### config.mk
export PLATFORM = sky130hd
export DESIGN_NAME = rational_reduce_and_limit
export DESIGN_NICKNAME = d
export VERILOG_FILES = /design/src/hdl/rrl_pkg.sv /design/src/hdl/rational_reduce_and_limit.sv /design/src/hdl/rrl_div.sv
export SDC_FILE = /design/constraint.sdc
export NUM_CORES = 2
export LEC_CHECK = 0
export ABC_AREA = 1
export BUFFER_PORTS_ARGS = -buffer_cell sky130_fd_sc_hd__buf_2
export CAP_MARGIN = 40
export CORE_ASPECT_RATIO = 0.7
export CORE_MARGIN = 2
export CORE_UTILIZATION = 52
export CTS_BUF_LIST = sky130_fd_sc_hd__clkbuf_8 sky130_fd_sc_hd__clkbuf_16
export CTS_CLUSTER_SIZE = 28
export DETAILED_ROUTE_END_ITERATION = 6
export HOLD_SLACK_MARGIN = 0.05
export PLACE_DENSITY = 0.69
export SLEW_MARGIN = 20
export SYNTH_ARGS = -nofsm -noshare
export SYNTH_HDL_FRONTEND = slang
export SYNTH_SLANG_ARGS = --single-unit
### constraint.sdc
create_clock -name i_clk -period 15.2 [get_ports i_clk]
set_input_delay 0.76 -clock i_clk [delete_from_list [all_inputs] [get_ports i_clk]]
set_output_delay 0.76 -clock i_clk [all_outputs]
set_load 0.01 [all_outputs]
### src/hdl/rrl_pkg.sv
// shared constants and types for the rational reduce and limit block
`default_nettype none
package rrl_pkg;
    localparam int TERM_WIDTH = 31;
    localparam int PROD_WIDTH = 2 * TERM_WIDTH;
    localparam int DATA_WIDTH = ((PROD_WIDTH + 7) / 8) * 8;
    localparam int CNT_WIDTH  = $clog2(PROD_WIDTH + 1);
    localparam logic [TERM_WIDTH-1:0] LIMIT_RESET = TERM_WIDTH'(65535);

    typedef struct packed {
        logic start;
        logic wide;
    } t_div_req;

    typedef struct packed {
        logic busy;
        logic done;
    } t_div_rsp;
endpackage
`default_nettype wire

### src/hdl/rational_reduce_and_limit.sv
// top level: reduces a fraction by its gcd and bounds its terms by a limit
//
// usage:
// - input stream s_axis: tdata holds num_in (bits 30:0) and den_in (bits 61:31)
// - output stream m_axis: tdata holds out_num (bits 30:0) and out_den (61:31)
// - cfg: ratio_limit is written whenever i_cfg_we is high; write it only while idle, the block does not enforce this
// - one transaction in gives exactly one transaction out
// - sequence: the euclid remainder steps, the two reductions and the
//   scaling division all run one after another on the shared 31-bit
//   serial divider; the scaling step first forms a product, then divides
//   it as a 62-bit dividend
// - throughput: one transaction at a time; tready is high only while the
//   sequencer is idle
// - a finished result sits in the output register; if the receiver stalls,
//   the next transaction is still taken and worked on, and waits at the end
//   until the output register frees
// - reset: sequencer idle, output empty, ratio_limit back to 65535
`default_nettype none
module rational_reduce_and_limit (
    input  wire                                  i_clk,
    input  wire                                  i_rst_n,
    input  wire                                  i_s_axis_tvalid,
    output logic                                 o_s_axis_tready,
    input  wire  [rrl_pkg::DATA_WIDTH-1:0]       i_s_axis_tdata,  // num_in, den_in, zero pad
    output logic                                 o_m_axis_tvalid,
    input  wire                                  i_m_axis_tready,
    output logic [rrl_pkg::DATA_WIDTH-1:0]       o_m_axis_tdata,  // out_num, out_den, zero pad
    input  wire                                  i_cfg_we,
    input  wire  [rrl_pkg::TERM_WIDTH-1:0]       i_cfg_wdata
);
    localparam int W = rrl_pkg::TERM_WIDTH;
    localparam int P = rrl_pkg::PROD_WIDTH;
    localparam int D = rrl_pkg::DATA_WIDTH;

    typedef enum logic [3:0] {
        S_IDLE, S_GCD, S_GCD_WAIT, S_RN_GO, S_RN_WAIT, S_RD_GO, S_RD_WAIT,
        S_LIMIT, S_MUL, S_SC_GO, S_SC_WAIT, S_FIN
    } t_state;

    t_state       r_state;
    logic [W-1:0] r_lim;
    logic [W-1:0] r_num;
    logic [W-1:0] r_den;
    logic [W-1:0] r_a;
    logic [W-1:0] r_b;
    logic [W-1:0] r_big;
    logic [W-1:0] r_small;
    logic         r_swap;
    logic [P-1:0] r_prod;
    logic         r_out_valid;
    logic [W-1:0] r_out_num;
    logic [W-1:0] r_out_den;

    rrl_pkg::t_div_req div_req;
    rrl_pkg::t_div_rsp div_rsp;
    logic [P-1:0]      div_dividend;
    logic [W-1:0]      div_divisor;
    logic [W-1:0]      div_quo;
    logic [W-1:0]      div_rem;
    logic              in_acc;
    logic              out_free;

    assign in_acc   = i_s_axis_tvalid && o_s_axis_tready;
    assign out_free = !r_out_valid || i_m_axis_tready;

    always_comb begin
        div_req.start = 1'b0;
        div_req.wide  = 1'b0;
        div_dividend  = '0;
        div_divisor   = '0;
        unique case (r_state)
            S_GCD: begin
                div_req.start = (r_b != '0);
                div_dividend  = {{(P-W){1'b0}}, r_a};
                div_divisor   = r_b;
            end
            S_RN_GO: begin
                div_req.start = 1'b1;
                div_dividend  = {{(P-W){1'b0}}, r_num};
                div_divisor   = r_a;
            end
            S_RD_GO: begin
                div_req.start = 1'b1;
                div_dividend  = {{(P-W){1'b0}}, r_den};
                div_divisor   = r_a;
            end
            S_SC_GO: begin
                div_req.start = 1'b1;
                div_req.wide  = 1'b1;
                div_dividend  = r_prod;
                div_divisor   = r_big;
            end
            default: begin
            end
        endcase
    end

    rrl_div u_div (
        .i_clk      (i_clk),
        .i_rst_n    (i_rst_n),
        .i_req      (div_req),
        .i_dividend (div_dividend),
        .i_divisor  (div_divisor),
        .o_rsp      (div_rsp),
        .o_quo      (div_quo),
        .o_rem      (div_rem)
    );

    always_ff @(posedge i_clk) begin
        if (!i_rst_n) begin
            r_lim <= rrl_pkg::LIMIT_RESET;
        end else if (i_cfg_we) begin
            r_lim <= i_cfg_wdata;
        end
    end

    always_ff @(posedge i_clk) begin
        if (!i_rst_n) begin
            r_state     <= S_IDLE;
            r_out_valid <= 1'b0;
        end else begin
            if (r_out_valid && i_m_axis_tready && r_state != S_FIN) begin
                r_out_valid <= 1'b0;
            end
            unique case (r_state)
                S_IDLE: begin
                    if (in_acc) begin
                        r_num   <= i_s_axis_tdata[W-1:0];
                        r_den   <= i_s_axis_tdata[2*W-1:W];
                        r_a     <= i_s_axis_tdata[W-1:0];
                        r_b     <= i_s_axis_tdata[2*W-1:W];
                        r_state <= S_GCD;
                    end
                end
                S_GCD: begin
                    if (r_b != '0) begin
                        r_state <= S_GCD_WAIT;
                    end else if (r_a != '0) begin
                        r_state <= S_RN_GO;
                    end else begin
                        r_state <= S_LIMIT;
                    end
                end
                S_GCD_WAIT: begin
                    if (div_rsp.done) begin
                        r_a     <= r_b;
                        r_b     <= div_rem;
                        r_state <= S_GCD;
                    end
                end
                S_RN_GO: r_state <= S_RN_WAIT;
                S_RN_WAIT: begin
                    if (div_rsp.done) begin
                        r_num   <= div_quo;
                        r_state <= S_RD_GO;
                    end
                end
                S_RD_GO: r_state <= S_RD_WAIT;
                S_RD_WAIT: begin
                    if (div_rsp.done) begin
                        r_den   <= div_quo;
                        r_state <= S_LIMIT;
                    end
                end
                S_LIMIT: begin
                    r_swap  <= (r_num > r_den);
                    r_big   <= (r_num > r_den) ? r_num : r_den;
                    r_small <= (r_num > r_den) ? r_den : r_num;
                    if (r_num < r_lim && r_den < r_lim) begin
                        r_state <= S_FIN;
                    end else if (r_num == '0 && r_den == '0) begin
                        r_den   <= r_lim;
                        r_state <= S_FIN;
                    end else begin
                        r_state <= S_MUL;
                    end
                end
                S_MUL: begin
                    r_prod  <= {{(P-W){1'b0}}, r_small} * {{(P-W){1'b0}}, r_lim};
                    r_state <= S_SC_GO;
                end
                S_SC_GO: r_state <= S_SC_WAIT;
                S_SC_WAIT: begin
                    if (div_rsp.done) begin
                        r_num   <= r_swap ? r_lim : div_quo;
                        r_den   <= r_swap ? div_quo : r_lim;
                        r_state <= S_FIN;
                    end
                end
                S_FIN: begin
                    if (out_free) begin
                        r_out_num   <= r_num;
                        r_out_den   <= r_den;
                        r_out_valid <= 1'b1;
                        r_state     <= S_IDLE;
                    end
                end
                default: r_state <= S_IDLE;
            endcase
        end
    end

    assign o_s_axis_tready = (r_state == S_IDLE);
    assign o_m_axis_tvalid = r_out_valid;
    assign o_m_axis_tdata  = {{(D-2*W){1'b0}}, r_out_den, r_out_num};

`ifndef SYNTHESIS
    a_start_idle: assert property (@(posedge i_clk) disable iff (!i_rst_n)
        div_req.start |-> !div_rsp.busy)
        else $error("divider started while busy");

    a_accept_leaves_idle: assert property (@(posedge i_clk) disable iff (!i_rst_n)
        in_acc |=> (r_state == S_GCD))
        else $error("accepted transaction did not start the gcd");

    a_fin_loads_out: assert property (@(posedge i_clk) disable iff (!i_rst_n)
        (r_state == S_FIN && out_free) |=> (r_out_valid && r_state == S_IDLE))
        else $error("finished result not placed in output register");

    a_scale_bounded: assert property (@(posedge i_clk) disable iff (!i_rst_n)
        (r_state == S_SC_WAIT && div_rsp.done) |-> (div_quo <= r_lim))
        else $error("scaled term above limit");

    a_wait_has_divider: assert property (@(posedge i_clk) disable iff (!i_rst_n)
        (r_state == S_SC_GO || r_state == S_RN_GO || r_state == S_RD_GO)
            |=> div_rsp.busy)
        else $error("divider not running after start");
`endif
endmodule
`default_nettype wire

### src/hdl/rrl_div.sv
// bit-serial restoring divider shared by the gcd, reduction and scaling steps
`default_nettype none
module rrl_div (
    input  wire                                  i_clk,
    input  wire                                  i_rst_n,
    input  rrl_pkg::t_div_req                    i_req,
    input  wire  [rrl_pkg::PROD_WIDTH-1:0]       i_dividend,
    input  wire  [rrl_pkg::TERM_WIDTH-1:0]       i_divisor,
    output rrl_pkg::t_div_rsp                    o_rsp,
    output logic [rrl_pkg::TERM_WIDTH-1:0]       o_quo,
    output logic [rrl_pkg::TERM_WIDTH-1:0]       o_rem
);
    localparam int W = rrl_pkg::TERM_WIDTH;
    localparam int P = rrl_pkg::PROD_WIDTH;
    localparam int C = rrl_pkg::CNT_WIDTH;

    logic [P-1:0] r_quo;
    logic [W-1:0] r_rem;
    logic [W-1:0] r_dvs;
    logic [C-1:0] r_cnt;
    logic         r_busy;
    logic         r_done;

    logic [W:0]   rem_sh;
    logic [W:0]   diff;
    logic         ge;
    logic [W-1:0] n_rem;

    always_comb begin
        rem_sh = {r_rem, r_quo[P-1]};
        diff   = rem_sh - {1'b0, r_dvs};
        ge     = (rem_sh >= {1'b0, r_dvs});
        n_rem  = ge ? diff[W-1:0] : rem_sh[W-1:0];
    end

    always_ff @(posedge i_clk) begin
        if (!i_rst_n) begin
            r_busy <= 1'b0;
            r_done <= 1'b0;
            r_cnt  <= '0;
        end else begin
            r_done <= r_busy && (r_cnt == C'(1));
            if (i_req.start && !r_busy) begin
                r_busy <= 1'b1;
                r_cnt  <= i_req.wide ? C'(P) : C'(W);
                r_rem  <= '0;
                r_dvs  <= i_divisor;
                r_quo  <= i_req.wide ? i_dividend : {i_dividend[W-1:0], {(P-W){1'b0}}};
            end else if (r_busy) begin
                r_rem <= n_rem;
                r_quo <= {r_quo[P-2:0], ge};
                r_cnt <= r_cnt - C'(1);
                if (r_cnt == C'(1)) begin
                    r_busy <= 1'b0;
                end
            end
        end
    end

    assign o_rsp.busy = r_busy;
    assign o_rsp.done = r_done;
    assign o_quo      = r_quo[W-1:0];
    assign o_rem      = r_rem;
endmodule
`default_nettype wire

---- Word-level counts from Yosys, hierarchy flattened ----
Index checks and enable logic that the tools add are counted.
storage, ports and cells
  register bits ........................... 479
  logic and storage cells ................. 123
  output and inout port bits .............. 66
  input port bits ......................... 100
cells by class
  muxes and demuxes ....................... 46
  magnitude comparators ................... 4
  reduce and logical (&&, ||, !) cells .... 30
  multiply operators ...................... 1
  add/sub/neg operators ................... 2
  equal/unequal tests ..................... 21
operator list
  kind                                                  number
  two-way mux 31 bit                                    15
  one-hot mux 62 bit (4 select lines)                   1
  two-way mux 62 bit                                    3
  one-hot mux 31 bit (3 select lines)                   2
  one-hot mux 31 bit (2 select lines)                   2
  one-hot mux 31 bit (4 select lines)                   1
  zero test 31 bit                                      2
  < comparator 31 bit                                   2
  multiplier 31 x 31 -> 62 bit                          1
  nonzero test 31 bit                                   2
  one-hot mux 4 bit (12 select lines)                   1
  greater-or-equal comparator 32 x 31 -> 1 bit          1
  > comparator 31 bit                                   1
  subtractor 31 bit                                     1
  two-way mux 4 bit                                     6
  two-way mux 6 bit                                     3
  equality test 4 x 3 -> 1 bit (second input constant)  4
  equality test 4 bit (second input constant)           4
  != test 2 x 1 -> 1 bit (second input constant)        5
  equality test 4 x 2 -> 1 bit (second input constant)  2
  AND reduction 2 bit                                   4
  logical AND 1 bit                                     7
  two-way mux 1 bit                                     7
  AND reduction 7 bit                                   1
  20 further kinds                                      26

---- Logic depth before layout (Yosys ltp) ----
  depth in word-level cells ............... 6
  mapped depth ............................ 32
  depth with buffers taken out ............ 30

---- By module ----
From an unflattened synthesis, not the netlist that was laid out.
second synthesis, totals
  cell total of the unflattened synthesis .. 7091
  area, all modules ....................... 58581.2 µm²
by module, submodules not included
  module                     times used  area each (µm²)  cells an instance
  rational_reduce_and_limit  1           50124.3          6018
  rrl_div                    1           8456.9           1073

---- Worst setup path after synthesis ----
No wires, ideal clock.
  path kind ............................... input port to flip-flop
  start ................................... in i_rst_n
  end ..................................... reg r_out_den[0], enable pin
  stages .................................. 3
  path buffers ............................ 1
  arrival time ............................ 6.963 ns
  data required time ...................... 14.565 ns
  setup slack ............................. 7.603 ns
  path through ............................ inv_1 clkbuf_1 nor4_1
between the ends
  cells in the longest elaborated chain, start to end .. 1
RTL lines
  item                                  line                              RTL
  from (decl)                           rational_reduce_and_limit.sv:21   input wire i_rst_n,
  AND reduction 3 bit (no source line)  --
  to (signal assigned)                  rational_reduce_and_limit.sv:193  r_out_den <= r_den;
  to (decl)                             rational_reduce_and_limit.sv:52   logic [W-1:0] r_out_den;
Every way passes these cells.
A chain may end at the register's enable or synchronous reset.

---- Worst setup path in the final report ----
  start ................................... reg r_lim[10]
  end ..................................... reg r_prod[50] (data pin)
between the ends
  cells in the longest elaborated chain, start to end .. 1
RTL lines
  item                          line                              RTL
  from (decl)                   rational_reduce_and_limit.sv:41   logic [W-1:0] r_lim;
  from (signal assigned)        rational_reduce_and_limit.sv:111  r_lim <= rrl_pkg::LIMIT_RESET;
  from (signal assigned)        rational_reduce_and_limit.sv:113  r_lim <= i_cfg_wdata;
  multiplier 31 x 31 -> 62 bit  rational_reduce_and_limit.sv:179  r_prod <= {{(P-W){1'b0}}, r_small} * {{(P-W){1'b0}}, r_lim};
  to (signal assigned)          rational_reduce_and_limit.sv:179
  to (decl)                     rational_reduce_and_limit.sv:49   logic [P-1:0] r_prod;
Every way passes these cells.

==> key figures <==
STA
  • Post-layout min period: a little over 8 ns
  • Slew Limit Fails: 0
  • Unrepaired setup endpoints after global routing: no
  • Final Hold Fails: 0
  • # setup viols final: 0
  • Max frequency: 121 MHz
  • Headroom to the max-slew limit: 0.369
  • Period utilization: 0.543
  • Slew @ Worst Pin: 0.947 ns
  • Fin Setup TNS: 0 ns
  • Worst Skew: around 0.037 ns

Global route
  • Total GRT Usage: 0.342
  • Remaining Overflow, GRT: 0
  • Initial antenna violation count: 6
  • Vias in the first global route: 46,400
  • First-pass GRT wire length: 286 mm
  • Largest net degree at the start of global routing: 67

CTS
  • CTS root buffer: clkbuf_16
  • Post-cts repair resize count: 0
  • Longest Clk Path Bufs: 3
  • Clock-pin slew on the worst setup and hold paths: 0.07 ns
  • TritonCTS buffer count: 44
  • CTS H-Tree Depth: 2
  • Clock sink count: 479
  • Setup bufs post-CTS: 0
  • Hold buffer count at CTS: 0
  • Clock latency on the worst-skew pair: 0.61 ns
  • CTS tree: done

Placement
  • Area after DPL: roughly 59,000 um2
  • Post-DP HPWL: 151 mm
  • I/O Buffers: 161
  • RD Place Congestion: 1.02

Die
  • I/O pins: ~170
  • Starting density of the core: 0.525
  • Rows: 101
  • Die height: 281 um
  • Core footprint: 108,000 um2
  • Die width: 399 um
  • Die area: between 100,000 and 150,000 um2

Worst setup path
  • CP max FO: 33
  • Largest stage delay on the critical path: ~0.7 ns
  • Crit-path cells: buf_4 > nand2_1 > fa_1 > inv_1 > fa_1 > inv_1 > fa_1 > fa_1 > inv_1 > fa_1 > fa_1 > fa_1 > ha_1 > ha_1 > nand2_1 > nand2_1 > a31oi_1 > o21ai_0 > a21oi_1 > nand3_1 > nand2_1 > inv_1 > o21bai_1 > nand2_1
  • CP endpoint kind: register
  • Critical path's most frequent cell: fa_1
  • Largest delay share family, worst path: adder cells
  • Bufs and invs on worst path: 5
  • Slowest cell on crit path: a21oi_1
  • CP required: 15.52 ns
  • Critical path launch point type: register
  • Critical path arrival: 8.58 ns
  • Critical path type: register to register

Synthesis
  • Ys async rst share: 0
  • Register bit count reported by yosys: 479
  • Yosys warnings: 0
  • Syn Inst Count: 6,746
  • Post-Syn Area per Cell: 8.43 um2
  • Library cells used by synthesis: 52
  • Post-synth EDFFs: 435
  • Mapped Area: 56,900 um2
  • Ys flop type: edfxtp_1
  • Sequential element share of the synthesized area: 0.245

Final layout
  • Final cell area excluding filler cells: between 60,000 and 70,000 um2
  • Area growth, synth to finish: 6.84%
  • Layout cells sized above 1: 0.0582
  • Fill cells: 9,967
  • Nets: 8,073

Detailed routing
  • Final wirelength: 187 mm
  • Pre-antenna DRT Iters: 7
  • Routed vias: 46,200
  • Drt via density: around 5.6
  • Avg WL per Cell: ~23 um
  • Initial drt markers: approximately 5,400
  • DRC: 41
  • Post-route ant nets: 0

Status
  • Status: finished, violations left
  • Failing checks: DRC

Flow run
  • Max-cap violation count: 0

Min path
  • HP Class: input port to register
-- sequential cells by signal (all words and copies together), names as in the netlist, 31 cells and up --
signal	cells
r_a	31
r_b	31
r_big	31
r_den	31
r_lim	31
r_num	31
r_out_den	31
r_out_num	31
r_prod	62
r_small	31
u_div.o_rem	31
u_div.r_dvs	31
u_div.r_quo	62
-- final cells by class --
cell class,instances,area (um2),share of cell area
multi-input combinational,4256,35400,0.583
clock inverter,33,251,0.00414
clock buffer,48,1160,0.0190
antenna,8,20.0,0.000329
tap,1442,1800,0.0297
sequential,479,13900,0.229
inverter,1697,6370,0.105
timing repair buffer,278,1810,0.0297
-- synth_stat cells, types with 10 or more instances --
library cell | n | area (um2)
fa_1 | 838 | 16800
ha_1 | 379 | 4740
buf_1 | 39 | 146
nand3_1 | 90 | 450
a31oi_1 | 18 | 113
o22ai_1 | 32 | 200
edfxtp_1 | 435 | 13100
a22oi_1 | 31 | 233
buf_2 | 17 | 85.1
a21o_1 | 24 | 180
o21bai_1 | 15 | 113
nor3_1 | 22 | 110
a21oi_1 | 229 | 1150
nor4_1 | 24 | 150
xor2_1 | 54 | 473
a221oi_1 | 18 | 158
nor2_1 | 239 | 897
nand2_1 | 1776 | 6670
o221ai_1 | 46 | 403
inv_1 | 1689 | 6340
o21ai_0 | 267 | 1340
nand4_1 | 32 | 200
o22ai_2 | 10 | 125
xnor2_1 | 22 | 193
clkbuf_1 | 250 | 938
dfxtp_1 | 44 | 881
o211ai_1 | 44 | 330
-- cell families (layout without fill, tap and decap cells) --
kind of cell / Yosys count / in the layout / share of synthesized area
and+or+nand+nor: 2205 / 2205 / 0.152
adders and majority gates: 1217 / 1217 / 0.378
buffers and inverters: 2012 / 2056 / 0.134
other: 1 / 10 / 0.0000659
xor gates and xnor gates: 76 / 76 / 0.0117
DFF: 479 / 479 / 0.245
AOI/OAI and AO/OA: 756 / 756 / 0.0790
-- layer usage --
metal | up-vias | GRT usage | part of all wire
met5 | - | 0 | 0.000069
met2 | 2571 | 0.468 | 0.40
met4 | 2 | 0.0582 | 0.018
met3 | 256 | 0.0926 | 0.13
met1 | 22900 | 0.543 | 0.45
li1 | 20500 | - | -
-- worst register-to-register path: cells and delay by family, from the launching register on --
kind / cells / cell delay, ns
buffers and inverters: 5 / 0.66
AND/OR/NAND/NOR: 6 / 1.24
adder cells (fa/ha/maj): 9 / 4.20
flip-flops: 1 / 0.32
AO/OA/AOI/OAI: 4 / 1.55
-- worst paths after layout --
check,start,to,slack [ns],cells past startpoint
setup reg to reg,r_lim[10],r_prod[50],6.95,24
hold / removal,i_cfg_wdata[3],r_lim[3],0.38,3
hold reg to reg,u_div.r_cnt[3],u_div.r_cnt[3],0.50,2
setup / recovery,r_lim[10],r_prod[50],6.95,24
-- metrics by stage --
stage / worst slack, ns / util / cells / hold WS, ns
2_1_floorplan: 7.60 / - / 6747 / 0.454
3_3_place_gp: 7.39 / 0.545 / 8133 / 0.481
4_1_cts: 7.32 / 0.559 / 8224 / 0.370
6_report: 6.95 / 0.560 / 8241 / 0.379
3_5_place_dp: 7.35 / 0.546 / 8143 / 0.490
5_1_grt: 6.83 / 0.560 / 8233 / 0.394
-- layout by cell type, fill, tap and decap left out, types with 46 or more instances in the layout --
master	instances
nor2_1	233
a21oi_1	226
nand3_1	89
inv_1	1695
ha_1	379
nand2_1	1774
buf_4	99
edfxtp_1	435
o21ai_0	267
o221ai_1	46
fa_1	838
buf_2	164
xor2_1	54
Power is not shown: default switching activity piles up to over one toggle a cycle in this logic, so the estimate is an artifact.
